<file path="src/hw/rtl/ofmg_pkg.sv">
package ofmg_pkg;

  // status byte that marks a valid motion report
  localparam logic [7:0]  VALID_STATUS = 8'hB0;
  // axis magnitudes above this are outliers
  localparam logic signed [15:0] AXIS_MAX = 16'sd99;
  localparam logic [7:0]  QUALITY_MIN  = 8'd50;
  localparam logic [15:0] SHUTTER_MAX  = 16'd2000;
  // adaptive deviation: ((shutter * slope) >> 10) + offset, floored
  localparam logic [9:0]  STD_SLOPE    = 10'd837;
  localparam logic [15:0] STD_OFFSET   = 16'd444;
  localparam logic [15:0] STD_FLOOR    = 16'd102;
  localparam logic [15:0] STD_RESET    = 16'd2048;
  localparam logic [31:0] DT_MIN       = 32'd1000;
  localparam logic [31:0] DT_MAX       = 32'd50000;

  localparam int unsigned CFG_IDX_W  = 2;
  localparam int unsigned CFG_DATA_W = 16;

  typedef enum logic [CFG_IDX_W-1:0] {
    CFG_FLOW_DISABLED = 2'd0,
    CFG_ADAPTIVE_STD  = 2'd1,
    CFG_FIXED_STD     = 2'd2
  } ofmg_cfg_idx_e;

  typedef enum logic [2:0] {
    VERDICT_SENT        = 3'd0,
    VERDICT_READ_FAILED = 3'd1,
    VERDICT_OUTLIER     = 3'd2,
    VERDICT_POOR        = 3'd3,
    VERDICT_NOT_SENT    = 3'd4,
    VERDICT_DT_LONG     = 3'd5
  } ofmg_verdict_e;

  typedef struct packed {
    logic        flow_disabled;
    logic        adaptive_std;
    logic [15:0] fixed_std;
  } ofmg_cfg_t;

  typedef struct packed {
    logic        read_ok;
    logic [7:0]  motion_status;
    logic [15:0] delta_x;
    logic [15:0] delta_y;
    logic [7:0]  surface_quality;
    logic [15:0] shutter_time;
    logic [31:0] time_us;
  } ofmg_item_t;

  typedef struct packed {
    ofmg_verdict_e verdict;
    logic [7:0]    flow_x;
    logic [7:0]    flow_y;
    logic [15:0]   std_dev;
    logic [15:0]   dt_us;
    logic [7:0]    outlier_total;
  } ofmg_res_t;

endpackage

</file>
<file path="src/hw/rtl/ofmg_eval.sv">
module ofmg_eval import ofmg_pkg::*; (
  input  logic       clk_i,
  input  logic       rst_ni,
  input  ofmg_cfg_t  cfg_i,
  input  ofmg_item_t item_i,
  input  logic       step_i,
  output ofmg_res_t  res_o
);

  logic        held_valid_q;
  logic [15:0] held_dx_q, held_dy_q, held_shutter_q;
  logic [7:0]  held_quality_q;
  logic [31:0] last_time_q, last_time_d;
  logic [7:0]  outlier_cnt_q, outlier_cnt_d;
  logic [15:0] cur_std_q, cur_std_d;

  logic        missed, use_held, capture;
  logic [7:0]  status, quality;
  logic [15:0] dx, dy, shutter;
  logic        is_outlier, is_poor, passed, send;
  logic [25:0] std_prod;
  logic [16:0] std_sum;
  logic [15:0] std_adapt, std_new;
  logic [31:0] dt;
  logic [15:0] dt_clamped;
  ofmg_verdict_e verdict;

  // failed read falls back to the held report
  assign use_held = !item_i.read_ok;
  assign missed   = use_held && !held_valid_q;
  assign capture  = item_i.read_ok && (item_i.motion_status == VALID_STATUS);

  assign status  = use_held ? VALID_STATUS   : item_i.motion_status;
  assign dx      = use_held ? held_dx_q      : item_i.delta_x;
  assign dy      = use_held ? held_dy_q      : item_i.delta_y;
  assign quality = use_held ? held_quality_q : item_i.surface_quality;
  assign shutter = use_held ? held_shutter_q : item_i.shutter_time;

  assign is_outlier = ($signed(dx) > AXIS_MAX) || ($signed(dx) < -AXIS_MAX)
                   || ($signed(dy) > AXIS_MAX) || ($signed(dy) < -AXIS_MAX);
  assign is_poor    = (quality < QUALITY_MIN) || (shutter >= SHUTTER_MAX);
  assign passed     = !missed && !is_outlier && !is_poor;
  assign send       = passed && !cfg_i.flow_disabled && (status == VALID_STATUS);

  assign std_prod  = 26'(shutter) * 26'(STD_SLOPE);
  assign std_sum   = 17'(std_prod[25:10]) + 17'(STD_OFFSET);
  assign std_adapt = (std_sum[15:0] < STD_FLOOR) ? STD_FLOOR : std_sum[15:0];
  assign std_new   = cfg_i.adaptive_std ? std_adapt : cfg_i.fixed_std;

  assign dt         = item_i.time_us - last_time_q;
  assign dt_clamped = (dt < DT_MIN) ? DT_MIN[15:0] : dt[15:0];

  always_comb begin
    priority if (missed)                verdict = VERDICT_READ_FAILED;
    else if (is_outlier)                verdict = VERDICT_OUTLIER;
    else if (is_poor)                   verdict = VERDICT_POOR;
    else if (!send)                     verdict = VERDICT_NOT_SENT;
    else if (dt > DT_MAX)               verdict = VERDICT_DT_LONG;
    else                                verdict = VERDICT_SENT;
  end

  assign outlier_cnt_d = (!missed && (is_outlier || is_poor)) ? outlier_cnt_q + 8'd1
                                                               : outlier_cnt_q;
  assign cur_std_d     = passed ? std_new : cur_std_q;
  assign last_time_d   = send ? item_i.time_us : last_time_q;

  always_comb begin
    res_o.verdict       = verdict;
    res_o.std_dev       = cur_std_d;
    res_o.outlier_total = outlier_cnt_d;
    if (verdict == VERDICT_SENT) begin
      res_o.flow_x = 8'(16'd0 - dy);
      res_o.flow_y = 8'(16'd0 - dx);
      res_o.dt_us  = dt_clamped;
    end else begin
      res_o.flow_x = '0;
      res_o.flow_y = '0;
      res_o.dt_us  = '0;
    end
  end

  always_ff @(posedge clk_i or negedge rst_ni) begin
    if (!rst_ni) begin
      held_valid_q   <= 1'b0;
      held_dx_q      <= '0;
      held_dy_q      <= '0;
      held_quality_q <= '0;
      held_shutter_q <= '0;
      last_time_q    <= '0;
      outlier_cnt_q  <= '0;
      cur_std_q      <= STD_RESET;
    end else if (step_i) begin
      if (capture) begin
        held_valid_q   <= 1'b1;
        held_dx_q      <= item_i.delta_x;
        held_dy_q      <= item_i.delta_y;
        held_quality_q <= item_i.surface_quality;
        held_shutter_q <= item_i.shutter_time;
      end
      last_time_q   <= last_time_d;
      outlier_cnt_q <= outlier_cnt_d;
      cur_std_q     <= cur_std_d;
    end
  end

  a_cnt_step: assert property (@(posedge clk_i) disable iff (!rst_ni)
    step_i && (verdict == VERDICT_OUTLIER || verdict == VERDICT_POOR)
    |=> outlier_cnt_q == 8'($past(outlier_cnt_q) + 8'd1))
    else $error("outlier count did not advance on a rejected report");

  a_time_hold: assert property (@(posedge clk_i) disable iff (!rst_ni)
    step_i && (verdict != VERDICT_SENT) && (verdict != VERDICT_DT_LONG)
    |=> $stable(last_time_q))
    else $error("last send time moved without a send attempt");

  // a failed read with nothing held leaves the gate state alone
  a_missed_hold: assert property (@(posedge clk_i) disable iff (!rst_ni)
    step_i && missed
    |=> $stable(outlier_cnt_q) && $stable(cur_std_q) && $stable(held_valid_q))
    else $error("gate state moved on a failed read with nothing held");

endmodule

</file>
<file path="src/hw/rtl/optical_flow_measurement_gate_core.sv">
// path: an accepted word is held in the input register, evaluated, and its result is
//   captured in the result register, where it stays until out_ready_i takes it
// throughput: one word per cycle; the input register and result register
//   form a two-stage pipeline that only stalls when out_ready_i is low
// reset (rst_ni low, async): pipeline empty, no held report, outlier count 0,
//   deviation 2048, last send time 0, flow enabled, adaptive deviation on
module optical_flow_measurement_gate_core import ofmg_pkg::*; (
  input  logic                  clk_i,
  input  logic                  rst_ni,
  // configuration write port
  input  logic                  cfg_we_i,
  input  logic [CFG_IDX_W-1:0]  cfg_idx_i,
  input  logic [CFG_DATA_W-1:0] cfg_wdata_i,
  // input channel
  input  logic                  in_valid_i,
  output logic                  in_ready_o,
  input  logic                  read_ok_i,
  input  logic [7:0]            motion_status_i,
  input  logic signed [15:0]    delta_x_i,
  input  logic signed [15:0]    delta_y_i,
  input  logic [7:0]            surface_quality_i,
  input  logic [15:0]           shutter_time_i,
  input  logic [31:0]           time_us_i,
  // result channel
  output logic                  out_valid_o,
  input  logic                  out_ready_i,
  output logic [2:0]            verdict_o,
  output logic signed [7:0]     flow_x_o,
  output logic signed [7:0]     flow_y_o,
  output logic [15:0]           std_dev_o,
  output logic [15:0]           dt_us_o,
  output logic [7:0]            outlier_total_o
);

  // configuration registers
  ofmg_cfg_t cfg_q;

  always_ff @(posedge clk_i or negedge rst_ni) begin
    if (!rst_ni) begin
      cfg_q.flow_disabled <= 1'b0;
      cfg_q.adaptive_std  <= 1'b1;
      cfg_q.fixed_std     <= STD_RESET;
    end else if (cfg_we_i) begin
      unique case (cfg_idx_i)
        CFG_FLOW_DISABLED: cfg_q.flow_disabled <= cfg_wdata_i[0];
        CFG_ADAPTIVE_STD:  cfg_q.adaptive_std  <= cfg_wdata_i[0];
        CFG_FIXED_STD:     cfg_q.fixed_std     <= cfg_wdata_i;
        default: ;  // unused index, write dropped
      endcase
    end
  end

  // stage 1: input register
  logic       s1_valid_q;
  ofmg_item_t s1_item_q;
  logic       s1_adv;   // stage 1 word moves into the result register
  logic       in_fire;

  // stage 2: result register
  logic      out_valid_q;
  ofmg_res_t out_res_q;
  ofmg_res_t eval_res;

  assign s1_adv     = s1_valid_q && (!out_valid_q || out_ready_i);
  assign in_ready_o = !s1_valid_q || s1_adv;
  assign in_fire    = in_valid_i && in_ready_o;

  always_ff @(posedge clk_i or negedge rst_ni) begin
    if (!rst_ni) begin
      s1_valid_q <= 1'b0;
    end else if (in_ready_o) begin
      s1_valid_q <= in_valid_i;
    end
  end

  // payload needs no reset
  always_ff @(posedge clk_i) begin
    if (in_fire) begin
      s1_item_q.read_ok         <= read_ok_i;
      s1_item_q.motion_status   <= motion_status_i;
      s1_item_q.delta_x         <= delta_x_i;
      s1_item_q.delta_y         <= delta_y_i;
      s1_item_q.surface_quality <= surface_quality_i;
      s1_item_q.shutter_time    <= shutter_time_i;
      s1_item_q.time_us         <= time_us_i;
    end
  end

  // gating decision and report state; state commits as the word retires
  ofmg_eval u_eval (
    .clk_i  (clk_i),
    .rst_ni (rst_ni),
    .cfg_i  (cfg_q),
    .item_i (s1_item_q),
    .step_i (s1_adv),
    .res_o  (eval_res)
  );

  always_ff @(posedge clk_i or negedge rst_ni) begin
    if (!rst_ni) begin
      out_valid_q <= 1'b0;
    end else if (s1_adv) begin
      out_valid_q <= 1'b1;
    end else if (out_ready_i) begin
      out_valid_q <= 1'b0;
    end
  end

  always_ff @(posedge clk_i) begin
    if (s1_adv) begin
      out_res_q <= eval_res;
    end
  end

  assign out_valid_o     = out_valid_q;
  assign verdict_o       = out_res_q.verdict;
  assign flow_x_o        = out_res_q.flow_x;
  assign flow_y_o        = out_res_q.flow_y;
  assign std_dev_o       = out_res_q.std_dev;
  assign dt_us_o         = out_res_q.dt_us;
  assign outlier_total_o = out_res_q.outlier_total;

  // a sent word always carries a clamped dt
  a_sent_dt: assert property (@(posedge clk_i) disable iff (!rst_ni)
    out_valid_q && (out_res_q.verdict == VERDICT_SENT)
    |-> (out_res_q.dt_us >= DT_MIN[15:0]) && (out_res_q.dt_us <= DT_MAX[15:0]))
    else $error("sent word with dt outside the clamp range");

  // rejected words carry no flow and no dt
  a_unsent_zero: assert property (@(posedge clk_i) disable iff (!rst_ni)
    out_valid_q && (out_res_q.verdict != VERDICT_SENT)
    |-> (out_res_q.flow_x == 8'd0) && (out_res_q.flow_y == 8'd0)
        && (out_res_q.dt_us == 16'd0))
    else $error("unsent word carries flow or dt");

  // a stalled result is never overwritten by stage 1
  a_no_overrun: assert property (@(posedge clk_i) disable iff (!rst_ni)
    out_valid_q && !out_ready_i |-> !s1_adv)
    else $error("stage 1 advanced into a stalled result register");

endmodule

</file>
<file path="config.mk">
export PLATFORM = sky130hd
export DESIGN_NAME = optical_flow_measurement_gate_core
export DESIGN_NICKNAME = d
export VERILOG_FILES = /design/src/hw/rtl/ofmg_pkg.sv /design/src/hw/rtl/ofmg_eval.sv /design/src/hw/rtl/optical_flow_measurement_gate_core.sv
export SDC_FILE = /design/constraint.sdc
export NUM_CORES = 1
export LEC_CHECK = 0
export BUFFER_PORTS_ARGS = -buffer_cell sky130_fd_sc_hd__buf_2
export CAP_MARGIN = 20
export CORE_ASPECT_RATIO = 1.1
export CORE_MARGIN = 8
export CORE_UTILIZATION = 60
export CTS_BUF_LIST = sky130_fd_sc_hd__clkbuf_8
export CTS_CLUSTER_SIZE = 8
export DETAILED_ROUTE_END_ITERATION = 8
export PLACE_DENSITY_LB_ADDON = 0.05
export SETUP_SLACK_MARGIN = 0.1
export SYNTH_ARGS = -nofsm -noshare
export SYNTH_HDL_FRONTEND = slang
export SYNTH_HIERARCHICAL = 1
export SYNTH_SLANG_ARGS = --single-unit
</file>
<file path="constraint.sdc">
create_clock -name clk_i -period 9.6 [get_ports clk_i]
set_input_delay 2.4 -clock clk_i [delete_from_list [all_inputs] [get_ports clk_i]]
set_output_delay 2.4 -clock clk_i [all_outputs]
set_load 0.02 [all_outputs]
</file>
==> flow_summary.ini, run 1 <==
[global_route]
global_route_wire_length_before_repair_um = 58400
grt_pass1_vias = 11773
grt_usage_pct = 21.0
antenna_violations_before_repair = 3
grt_start_max_net_pins = 76
global_route.overflow_total = 0

[synth]
synth.cell_area_um2 = 17100
instance_count_of_the_mapped_netlist = 1506
synth_area_per_cell_um2 = 11.4
yosysWarnings = 6
synth_fp_nets = 1783

[timing]
timing.slew.headroom_pct = 34.9
hold_viol_final = 0
portion_of_the_clock_cycle_consumed_by_the_worst_path_in_the_final_layout_pct = 81.8
final_period_minus_worst_setup_slack_ps = 7850
timing.final.setup_violations = 0
slew_violations = 0
worst_clock_skew_ps = 25.9
fmaxAchievable_ghz = 0.127
worst_margin_pin_slew_ps = 976
grt_setup_unrepaired = no
fin_tns_setup_ps = 0

[finish]
total_area_of_multi_input_combinational_cells_um2 = 8380
final_common_cell = sky130_fd_sc_hd__buf_2
finish.cell_count_without_fillers = 2101
fillers = 2200
share_of_final_layout_standard_cells_stronger_than_drive_strength_1_pct = 23.1
synthToLayoutAreaGrowth_pct = 12.3
final_cell_mix = sky130_fd_sc_hd__buf_2, sky130_fd_sc_hd__inv_1, sky130_fd_sc_hd__edfxtp_1
regArea_um2 = 7960
layout.cell_area.non_filler_um2 = 19200
layout.nets = 1969

[power_and_ir_drop]
clkPwrFrac_pct = 25.0
comb_power_share_pct = 36.2
power.net_switching_mw = 1.42
worst_ir_drop_vdd_v = 0.000148
power.share.sequential_pct = 38.8
power_per_cell_area_nw_per_um2 = 205
internal_power_mw = 2.52
power_switching_share_pct = 35.9
power.static_leakage_nw = 8.86

[detailed_routing]
finalWirelength_um = 36600
route.met3.wl_um = 2050
detail_route.iter0.violations = 531
drc_errors = 0
route.top_layer_used = met4
drt_first_pass_iters = 5
detail-route-antenna-nets = 0
met1Wirelength_um = 16500
met2RoutedLength_um = 17200
num_vias = 11844
average_vias_per_placed_instance = 5.64
route.detailed.wl_per_inst_um = 17.4

[setup_path]
worst_path_max_delay_cell = sky130_fd_sc_hd__edfxtp_1
critical_path.cell_chain = buf_4 > mux2i_1 > inv_1 > ha_1 > inv_1 > fa_1 > inv_1 > ha_1 > ha_1 > ha_1 > ha_1 > nand4_1 > or3_1 > nor2_1 > a221o_2 > o21ai_1 > nor4b_1 > nor2_1 > o31a_1 > or3_1 > a2111oi_2 > o21ai_0
cp-start-kind = register
critical_path_depth = 22
worst_path_most_repeated_cell = sky130_fd_sc_hd__ha_1
arrival_ps = 8150
sort_of_element_at_the_end_of_the_critical_path = register
setup.worst_path.start = s1_item_q[96]
cp_slowest_stage_delay_ps = 730
setup.worst_path.class = register to register
cp.buffers_inverters = 4
cp_max_fo = 48
r2r.worst_path.cells = 22
worst-endpoint-required_ps = 9890
r2r-start = s1_item_q[96]
dominant_delay_contributor_by_cell_family_on_the_critical_path = adder cells

[run_status]
run_status = completed

[clock_network]
cts_tree = done
clock_path_buffers = 3
ctsHoldBuffers = 0
clock_root_buffer = sky130_fd_sc_hd__clkbuf_8
cts_inserted_buffers = 47
clkLatencyLatePin_ps = 570
ctsHtreeMaxLevel = 2
cts.repair.resized = 0
clk_transition_reported_paths_ps = 60
clock_sink_count = 287
post_cts.repair.setup_buffers = 0

[worst_hold_path]
number_of_cells_on_the_worst_hold_path = 1
hold_path.class = register to register
hold_start = u_eval/held_valid_q

[floorplan]
dieArea_um2 = 34200
coreArea_um2 = 28400
floorplan.die.height_um = 193
rows = 65
initial_core_utilization_pct = 60.3
chipWidth_um = 177
pin_count = 181

[place]
dp_hpwl_um = 27400
place.gp.congestion = 0.854
placed_cells_incl_taps = 2011
io_buffers = 179
placed_cell_area_um2 = 18300

[job]
drv.max_cap_violation_count = 0
[worst paths after layout]
path / slack [ps] / end
max: 1750 / std_dev_o[3]
min in group asynchronous: 1850 / cfg_q[5]
min: 480 / u_eval/held_valid_q
min reg2reg: 480 / u_eval/held_valid_q
max reg2reg: 1750 / std_dev_o[3]
max in group asynchronous: 6310 / u_eval/cur_std_q[14]
[worst register-to-register path, delay by kind of cell (launching register included)]
family          cells  cell delay [ps]
fa+ha+maj           6             2090
buf+inv             4              950
simple gates        6             1370
mux                 1              700
flops               1              730
compound gates      5             1770
[per-layer routing]
layer  GRT usage (%)  vias to the layer above
li1                -                     5870
met1            27.8                     5614
met2            34.2                      303
met3            4.27                       57
met4            7.02                        0
met5               0                        -
[registers in the layout, indices dropped and copies added (netlist names), 3 cells and up]
name,cells
u_eval/last_time_q,32
std_dev_o,16
outlier_total_o,8
s1_item_q,96
u_eval/cur_std_q,16
u_eval/held_quality_q,7
u_eval/outlier_cnt_q,8
verdict_o,3
flow_y_o,8
dt_us_o,16
u_eval/held_dy_q,16
u_eval/held_shutter_q,16
u_eval/held_dx_q,16
cfg_q,18
flow_x_o,8
[stage by stage]
stage / utilization, % / setup WS [ps] / hold slack, ps / total power [mW]
after global placement: 64.6 / 1750 / 454 / 2.93
final: 67.7 / 1750 / 476 / 3.94
after global routing: 67.7 / 1270 / 484 / 4.22
after floorplan: - / 1330 / 440 / 2.62
after detailed placement: 64.6 / 1700 / 462 / 2.97
after CTS: 67.7 / 1700 / 478 / 3.98
[cell type report]
type,count,share of cell area (%)
clock inverters,38,1.07
flip-flops and latches,287,41.4
inverters,151,2.95
multi-input cells,1019,43.6
well taps,368,2.40
diodes,3,0.0391
clock buffers,49,3.51
repair buffers,186,4.97
[power by group through the flow]
| stage | clock network (mW) | logic (mW) | registers (mW) |
|---|---|---|---|
| detailed placement | 0 | 1.42 | 1.55 |
| CTS | 1.02 | 1.43 | 1.53 |
| global placement | 0 | 1.39 | 1.55 |
| finish | 0.985 | 1.43 | 1.53 |
| floorplan | 0 | 1.05 | 1.57 |
| global route | 1.07 | 1.60 | 1.55 |
No activity file was read; power rests on OpenSTA's default activity.
==> run 2, diff against run 1 <==
- ABC_AREA: default -> 1
- CORE_UTILIZATION: 60 -> 56
- clock period: 9.6 -> 6.36 ns (I/O delays scaled with it)
==> run 2 against run 1 <==
Fmax increased by 35%. Final cell count is 33% higher. Core utilization down 4.3 points. Synthesized cell count grew 40%. Critical endpoint is now std_dev_o[4]. Highest routed layer is now met5.
==> flow_summary.ini, run 2 <==
[place]
dp_hpwl_um = 33000
io_buffers = 179
place.gp.congestion = 0.927
placed_cells_incl_taps = 2693

[worst_hold_path]
hold_path.class = register to register

[synth]
synth_area_per_cell_um2 = 8.51
yosysWarnings = 6
instance_count_of_the_mapped_netlist = 2111
synth.cell_area_um2 = 18000
synth_fp_nets = 2388

[detailed_routing]
finalWirelength_um = 43400
drt_first_pass_iters = 5
average_vias_per_placed_instance = 5.21
num_vias = 14512
route.top_layer_used = met5
met1Wirelength_um = 19500
detail-route-antenna-nets = 0
route.detailed.wl_per_inst_um = 15.6
met2RoutedLength_um = 21000
detail_route.iter0.violations = 974
drc_errors = 0
route.met3.wl_um = 2170

[finish]
largest_reg_flops = 96
top_regs = s1_item_q x96, u_eval/last_time_q x32, cfg_q x18
num_antenna_cells = 0
final_cell_mix = sky130_fd_sc_hd__nand2_1, sky130_fd_sc_hd__inv_1, sky130_fd_sc_hd__buf_2
synthToLayoutAreaGrowth_pct = 12.8
finish.cell_count_without_fillers = 2785
layout.nets = 2597
final_common_cell = sky130_fd_sc_hd__nand2_1
fillers = 2818
registers.top_by_ff_count = s1_item_q
share_of_final_layout_standard_cells_stronger_than_drive_strength_1_pct = 15.3

[global_route]
grt_start_max_net_pins = 105
grt_pass1_vias = 14395
antenna_violations_before_repair = 2
global_route_wire_length_before_repair_um = 71300
grt_usage_pct = 22.8
global_route.overflow_total = 0

[run_status]
run_status = completed

[setup_path]
cp_max_fo = 23
arrival_ps = 6110
worst-endpoint-required_ps = 6660
cp-start-kind = register
cp_slowest_stage_delay_ps = 500
sort_of_element_at_the_end_of_the_critical_path = register
worst_path_most_repeated_cell = sky130_fd_sc_hd__nand2_1
worst_path_max_delay_cell = sky130_fd_sc_hd__fa_1
setup.worst_path.class = register to register

[timing]
timing.final.setup_violations = 0
worst_clock_skew_ps = 31.2
timing.slew.headroom_pct = 36.9
fin_tns_setup_ps = 0
slew_violations = 0
portion_of_the_clock_cycle_consumed_by_the_worst_path_in_the_final_layout_pct = 91.4
grt_setup_unrepaired = no
worst_margin_pin_slew_ps = 946
hold_viol_final = 0
final_period_minus_worst_setup_slack_ps = 5810
fmaxAchievable_ghz = 0.172

[floorplan]
pin_count = 181
rows = 69
initial_core_utilization_pct = 56.2
floorplan.die.height_um = 204
coreArea_um2 = 31900
chipWidth_um = 187
dieArea_um2 = 38100

[job]
drv.max_cap_violation_count = 0

[power_and_ir_drop]
worst_ir_drop_vdd_v = 0.000232
power.static_leakage_nw = 10.3
power_per_cell_area_nw_per_um2 = 351

[clock_network]
clk_transition_reported_paths_ps = 60
clock_sink_count = 287
clkLatencyLatePin_ps = 580
cts_tree = done
clock_path_buffers = 3
cts_inserted_buffers = 48
clock_root_buffer = sky130_fd_sc_hd__clkbuf_8
ctsHoldBuffers = 0
ctsHtreeMaxLevel = 2
-- run 2: path summary, 6_finish.rpt --
kind                          startpoint                       to  slack (ps)  cells after the start
min in group asynchronous         rst_ni  u_eval/outlier_cnt_q[1]        1080                      1
max in group asynchronous         rst_ni   u_eval/last_time_q[12]        4180                      2
max                        s1_item_q[96]             std_dev_o[4]         550                     27
max reg2reg                s1_item_q[96]             std_dev_o[4]         550                     27
min                            cfg_q[11]                cfg_q[11]         470                      2
min reg2reg                    cfg_q[11]                cfg_q[11]         470                      2
-- run 2: what timing repair did --
action	in CTS	in global routing
buffers inserted	0	3
setup endpoints to repair	0	21
gates resized for setup	0	19
-- run 2: critical path: cells and delay by family, from the launching register on --
kind / cells / cell delay, ps
AO/OA/AOI/OAI: 2 / 380
adder cells (fa/ha/maj): 6 / 2310
buffers and inverters: 4 / 510
flip-flops: 1 / 460
AND/OR/NAND/NOR: 15 / 1860
-- run 2: routing by layer --
metal,track usage [%],vias up
met5,0,-
met4,6.30,4
met3,3.74,61
met2,39.5,359
met1,29.3,6798
li1,-,7290
-- run 2: through the flow --
stage / setup slack [ps] / area, um2 / hold slack, ps / util, % / power [mW]
5_1_grt: 108 / 20300 / 492 / 63.4 / 7.76
4_1_cts: 309 / 20200 / 467 / 63.2 / 7.14
2_1_floorplan: 103 / 18000 / 435 / - / 4.75
3_5_place_dp: 313 / 19300 / 452 / 60.5 / 5.60
6_report: 550 / 20300 / 468 / 63.4 / 7.12
3_3_place_gp: 398 / 19300 / 449 / 60.5 / 5.55
-- run 2: power by group --
| part | internal [mW] | switching [mW] | total, mW | leakage [nW] |
|---|---|---|---|---|
| sequential | 2.12 | 0.0667 | 2.18 | 3.28 |
| combinational | 1.12 | 2.33 | 3.45 | 6.46 |
| clock | 0.757 | 0.729 | 1.49 | 0.540 |
| total | 3.99 | 3.13 | 7.12 | 10.3 |
-- run 2: final cells by class --
type	count	area (um2)	area share, %
Clock buffer	52	716	3.53
Multi-Input combinational cell	1439	8510	42.0
Timing Repair Buffer	202	1090	5.37
Tap cell	426	533	2.63
Clock inverter	37	164	0.809
Inverter	342	1290	6.35
Sequential cell	287	7960	39.3
